==> src/rtl/tcm_pkg.sv <==
// Shared widths, fixed-point formats and Turbo polynomial coefficients.
package tcm_pkg;

    localparam int LEVEL_W             = 16;
    localparam int LEVEL_FRACTION_BITS = 15;
    localparam int ACC_FRAC            = 24;
    localparam int LEVEL_SHIFT         = ACC_FRAC - LEVEL_FRACTION_BITS;
    localparam int LEVEL_ONE           = 1 << LEVEL_FRACTION_BITS;

    // t is in [0, 1.0] with ACC_FRAC fraction bits
    localparam int T_W     = ACC_FRAC + 1;
    // Horner partial sums stay inside +/-256 for t in [0, 1]
    localparam int ACC_W   = ACC_FRAC + 10;
    localparam int PROD_W  = ACC_W + T_W + 1;
    localparam int PIX_W   = 8;
    localparam int SCALE_W = T_W + PIX_W;

    localparam int NUM_CH    = 3;
    localparam int NUM_COEF  = 6;
    localparam int NUM_STEP  = NUM_COEF - 1;

    localparam int CH_RED   = 0;
    localparam int CH_GREEN = 1;
    localparam int CH_BLUE  = 2;

    typedef logic signed [ACC_W-1:0] acc_t;
    typedef logic [T_W-1:0]          t_t;
    typedef logic [PIX_W-1:0]        pix_t;

    localparam acc_t ACC_ONE = acc_t'(64'sd1 <<< ACC_FRAC);

    // 8-decimal coefficients scaled by 2^24, rounded half up on the magnitude
    localparam longint Q_ONE  = 64'sd16777216;
    localparam longint Q_HALF = 64'sd50000000;
    localparam longint Q_DIV  = 64'sd100000000;

    // COEF[channel][k] is c_k
    localparam acc_t COEF [NUM_CH][NUM_COEF] = '{
        '{
            acc_t'(  (64'sd13572138    * Q_ONE + Q_HALF) / Q_DIV),
            acc_t'(  (64'sd461539260   * Q_ONE + Q_HALF) / Q_DIV),
            acc_t'(-((64'sd4266032258  * Q_ONE + Q_HALF) / Q_DIV)),
            acc_t'(  (64'sd13213108234 * Q_ONE + Q_HALF) / Q_DIV),
            acc_t'(-((64'sd15294239396 * Q_ONE + Q_HALF) / Q_DIV)),
            acc_t'(  (64'sd5928637943  * Q_ONE + Q_HALF) / Q_DIV)
        },
        '{
            acc_t'(  (64'sd9140261     * Q_ONE + Q_HALF) / Q_DIV),
            acc_t'(  (64'sd219418839   * Q_ONE + Q_HALF) / Q_DIV),
            acc_t'(  (64'sd484296658   * Q_ONE + Q_HALF) / Q_DIV),
            acc_t'(-((64'sd1418503333  * Q_ONE + Q_HALF) / Q_DIV)),
            acc_t'(  (64'sd427729857   * Q_ONE + Q_HALF) / Q_DIV),
            acc_t'(  (64'sd282956604   * Q_ONE + Q_HALF) / Q_DIV)
        },
        '{
            acc_t'(  (64'sd10667330    * Q_ONE + Q_HALF) / Q_DIV),
            acc_t'(  (64'sd1264194608  * Q_ONE + Q_HALF) / Q_DIV),
            acc_t'(-((64'sd6058204836  * Q_ONE + Q_HALF) / Q_DIV)),
            acc_t'(  (64'sd11036276771 * Q_ONE + Q_HALF) / Q_DIV),
            acc_t'(-((64'sd8990310912  * Q_ONE + Q_HALF) / Q_DIV)),
            acc_t'(  (64'sd2734824973  * Q_ONE + Q_HALF) / Q_DIV)
        }
    };

endpackage

==> src/rtl/tcm_horner_step.sv <==
// One Horner step for one channel: floor(acc * t / 2^24) + c.
module tcm_horner_step (
    input  tcm_pkg::acc_t acc_in,
    input  tcm_pkg::t_t   t_in,
    input  tcm_pkg::acc_t coef,
    output tcm_pkg::acc_t acc_out
);

    logic signed [tcm_pkg::PROD_W-1:0] prod;

    assign prod = tcm_pkg::PROD_W'(acc_in) * tcm_pkg::PROD_W'($signed({1'b0, t_in}));

    // arithmetic drop of the fraction bits is floor; upper bits are sign copies
    assign acc_out = $signed(prod[tcm_pkg::ACC_FRAC +: tcm_pkg::ACC_W]) + coef;

endmodule
==> config.mk <==
export PLATFORM = sky130hd
export DESIGN_NAME = tcm_horner_step
export DESIGN_NICKNAME = d
export VERILOG_FILES = /design/src/rtl/tcm_pkg.sv /design/src/rtl/tcm_horner_step.sv
export SDC_FILE = /design/constraint.sdc
export NUM_CORES = 2
export LEC_CHECK = 0
export ABC_AREA = 1
export BUFFER_PORTS_ARGS = -buffer_cell sky130_fd_sc_hd__buf_2
export CORE_MARGIN = 2
export CORE_UTILIZATION = 50
export DETAILED_ROUTE_END_ITERATION = 12
export PLACE_DENSITY_LB_ADDON = 0.15
export SLEW_MARGIN = 5
export SYNTH_ARGS = -nofsm -noshare
export SYNTH_HDL_FRONTEND = slang
export SYNTH_SLANG_ARGS = --single-unit
==> constraint.sdc <==
create_clock -name vclk -period 8.97
set_input_delay 0.897 -clock vclk [all_inputs]
set_output_delay 0.897 -clock vclk [all_outputs]
set_load 0.1 [all_outputs]
-- Word level (Yosys, flattened, before mapping)
Cells that the tools add are included.
- register bits after elaboration: 0
- latch bits: 0
- bits in writable memories: 0
- memory bits (read-only): 0
- bits of input ports: 93
- output and inout port bits: 34
- logic and storage cells: 2
- memories kept: 0
- $add $sub $neg: 1
- $mul: 1
- divide/modulo/power cells: 0
- order comparisons: 0
- equality and inequality tests: 0
- shifts and indexed selects: 0
- multiplexer cells: 0
- bitwise operators: 0
- reductions and logical operators: 0
- operator list (cell ; number):
    34-bit by 26-bit multiplier with 58-bit output ; 1
    34-bit adder ; 1

-- Depth between registers and ports, before layout
- depth in word-level cells: 2
- mapped depth: 44

-- Worst setup path after synthesis
Ideal clock, no wire load.
- path kind: input to output
- start: input t_in[3]
- end: output acc_out[30]
- data arrival time: 9.376 ns
- required time: 8.073 ns
- path slack: -1.303 ns
- stages on the path: 31
- path through: clkbuf_1 -> clkbuf_1 -> nand2_1 -> inv_1 -> fa_1 -> fa_1 -> inv_1 -> fa_1 -> inv_1 -> fa_1 -> fa_1 -> fa_1 -> fa_1 -> ha_1 -> nand2_1 -> nor2_1 -> inv_1 -> nor2_2 -> inv_1 -> nor3_2 -> nand3_1 -> nand4_1 -> xor2_1 -> ha_1 -> a21oi_1 -> inv_1 -> a31oi_1 -> o21ai_0 -> a21oi_1 -> nand2_1 -> xor2_1
- longest elaborated chain between the ends: 2
- RTL lines (what ; RTL line ; source):
    from (decl) ; tcm_horner_step.sv:4 ; input tcm_pkg::t_t t_in,
    34-bit by 26-bit multiplier with 58-bit output ; tcm_horner_step.sv:11 ; assign prod = tcm_pkg::PROD_W'(acc_in) * tcm_pkg::PROD_W'($signed({1'b0, t_in}));
    34-bit adder ; tcm_horner_step.sv:14 ; assign acc_out = $signed(prod[tcm_pkg::ACC_FRAC +: tcm_pkg::ACC_W]) + coef;
    to (decl) ; tcm_horner_step.sv:6 ; output tcm_pkg::acc_t acc_out
No other way between the ends.

-- Final worst setup path
- start: input t_in[8]
- end: output acc_out[20]
The elaborated chain is that of the path after synthesis.

==> impl_metrics.py <==
metrics = {
    "floorplanning": {
        "dieArea_um2": 69600,
        "rows": 95,
        "core_um2": 67000,
        "die_w_um": 264,
        "initial_core_util": 0.503,
        "io_pins": 127,
        "die_h_um": 264,
    },
    "synthesis": {
        "postSynthCellCount": 4609,
        "synth_adder_area_share": 0.576,
        "ys_warn_count": 0,
        "synth.distinct_cells": 34,
        "synth_top_family_by_area": "adder cells",
        "synth-xor-area-share": 0.0127,
        "ys_seq_area_frac": 0,
        "synthSimpleGateAreaFrac": 0.174,
        "synth_compound_area_frac": 0.0385,
        "syn-cell-area_um2": 33800,
        "syn_nets": 5744,
        "synth.mux.area_fraction": 0,
        "avgSynthCellArea_um2": 7.32,
    },
    "layout": {
        "regArea_um2": 0,
        "nNetsFinal": 6313,
        "final_area_um2": 44900,
        "final_util": 0.669,
        "syn_to_final_growth_pct": 33.0,
        "nClkBuffers": 0,
        "nFlopsAndLatches": 0,
        "drive_gt1_frac": 0.268,
    },
    "sta": {
        "tightestPinTransition_ns": 0.532,
        "hold_ws_ns": 2.36,
        "final.setup.tns_ns": -6.83,
        "period_share": 1.05,
        "fmax_mhz": 107,
        "slew_headroom": 0.642,
        "finalMaxSlewViolations": 0,
        "layout_setup_ws_ns": -0.409,
        "rsz0062_at_grt": "true",
        "finalSetupViolCount": 27,
        "hold_violations": 0,
        "period_needed_ns": 9.38,
    },
    "setup_path": {
        "crit_path_start": "t_in[8]",
        "endpoint": "acc_out[20]",
        "endpoint_kind": "primary output",
        "arrival_ns": 8.48,
        "worstPathMaxFanout": 6,
        "required_ns": 8.07,
        "worst_path_most_repeated_cell": "fa_1",
        "cpPeakStageDelay_ns": 0.61,
        "crit_type": "in -> out",
        "worst_path_max_delay_cell": "fa_1",
        "start_kind": "input pin",
    },
    "drt": {
        "wl_per_cell_um": 17.1,
        "via_per_inst": 4.89,
        "first_pass_iters": 6,
        "routed_wl_mm": 104,
        "drt-initial-drc-count": 1657,
        "drc": 0,
        "vias": 29600,
        "postRouteAntennaNets": 0,
    },
    "placed_design": {
        "io_buffers": 127,
        "place_congestion": 0.978,
        "placed_area_um2": 40400,
        "dpl.hpwl_mm": 87.8,
    },
    "global_routing": {
        "use_met3": 0.0167,
        "gr-usage-met2": 0.553,
        "globalRouteOverflowTotal": 0,
        "grt_max_degree": 34,
        "track_usage": 0.306,
        "busiest_layer": "met2",
        "gr-usage-met1": 0.393,
        "grt_antenna_before_repair": 4,
        "grt_pass1_vias": 32100,
        "grt_pass1_wl_mm": 168,
    },
    "status": {
        "status": "complete, but fails checks",
        "violations": "setup timing",
    },
    "run": {
        "cap_violations": 0,
    },
    "clock_tree": {
        "hold_buffers": 0,
    },
    "worst_hold_path": {
        "hold_path.class": "in -> out",
    },
}
[layout make-up]
type	instances	area, um2
fillers	5703	22200
diodes	4	10.0
repair buffers	767	7440
well taps	873	1090
multi-input cells	2822	30400
inverters	1587	5980
[synthesized netlist by cell type]
library cell | instances | area (um2)
o21bai_2 | 3 | 33.8
o21ai_1 | 3 | 15.0
clkbuf_1 | 196 | 736
nor3_1 | 11 | 55.1
fa_1 | 852 | 17100
inv_1 | 1587 | 5960
nand3b_1 | 1 | 7.51
nor3_2 | 3 | 30.0
xor2_1 | 35 | 307
a21oi_2 | 1 | 8.76
o21a_1 | 6 | 45.0
a21oi_1 | 108 | 541
ha_1 | 190 | 2380
buf_2 | 4 | 20.0
nor2_2 | 4 | 25.0
and3_1 | 5 | 31.3
o21bai_1 | 18 | 135
xnor2_1 | 14 | 123
a31oi_1 | 13 | 81.3
o21ai_0 | 54 | 270
nand3_1 | 86 | 430
a21boi_1 | 1 | 7.51
nor4_1 | 3 | 18.8
or2_1 | 1 | 6.26
and2_1 | 3 | 18.8
a21boi_0 | 4 | 30.0
nor2_1 | 165 | 619
a21o_1 | 10 | 75.1
o211ai_1 | 3 | 22.5
nand3_2 | 2 | 20.0
nand4_1 | 12 | 75.1
nand2_1 | 1204 | 4520
o21ai_2 | 4 | 35.0
nand2_2 | 3 | 18.8
[cell families after synthesis]
group,after synthesis
XOR/XNOR,49
AND/OR/NAND/NOR,1503
adder cells (fa/ha/maj),1042
AO/OA/AOI/OAI,228
buffers and inverters,1787
[worst max-delay path: cells and delay by family]
family / cells / cell delay [ns]
simple gates: 9 / 0.82
fa+ha+maj: 10 / 4.40
buf+inv: 13 / 1.24
xor+xnor: 2 / 0.36
compound gates: 4 / 0.73
[cells in the final DEF (no fill, tap or decap), types with 6 or more instances in the layout]
cell type  synthesis  final
nand2_1         1204   1094
nand3_2            2     22
buf_2              4     49
buf_4              0    502
xor2_1            35     10
nand2_4            0     31
nor2_4             0     37
ha_1             190    133
o21ai_4            0      7
nand2_2            3     79
o21bai_4           0      6
o21a_1             6      6
a21oi_2            1     57
a21oi_1          108     33
o21bai_1          18      7
nor3_2             3      6
nor2_1           165     77
a21oi_4            0     19
nand3_1           86     58
o21bai_2           3      8
inv_2              0     95
buf_8              0     15
xor2_4             0     19
nand4_1           12     12
fa_2               0     45
a21o_1            10     10
fa_1             852    807
o21ai_0           54     12
nor3_4             0      6
buf_12             0     86
nor2_2             4     55
o21ai_2            4     22
nand3_4            0      8
inv_1           1587   1486
ha_4               0     56
buf_6              0    100
xor2_2             0      6
o21ai_1            3     20
[worst min-delay path by stage]
| stage | from | end | cells past startpoint |
|---|---|---|---|
| floorplan | coef[29] | acc_out[29] | 2 |
| global placement | coef[0] | acc_out[0] | 3 |
| detailed placement | coef[0] | acc_out[0] | 3 |
| CTS | coef[0] | acc_out[0] | 3 |
| global route | coef[0] | acc_out[0] | 3 |
| finish | coef[0] | acc_out[0] | 3 |
[layer usage]
layer / up-vias / part of all wire
met5: - / 0
met4: 0 / 0.040
met3: 194 / 0.045
met2: 801 / 0.51
met1: 14800 / 0.40
li1: 13800 / -
[what timing repair did]
action,4_1_cts,5_1_grt
setup endpoints to repair,30,31
hold endpoints to repair,0,0
pin swaps,132,227
resized for setup,516,429
cloned,8,4
setup buffers,67,26
[per-stage QoR]
stage,setup slack [ns],std cells
after floorplan,-0.127,4609
after global placement,-0.918,5959
after detailed placement,-0.933,5959
after CTS,-0.439,6032
after global routing,-0.681,6053
final,-0.409,6053
Power is left out: the tool's default activity adds up to more than one toggle a clock period on the data nets, which glitch-free logic cannot reach.
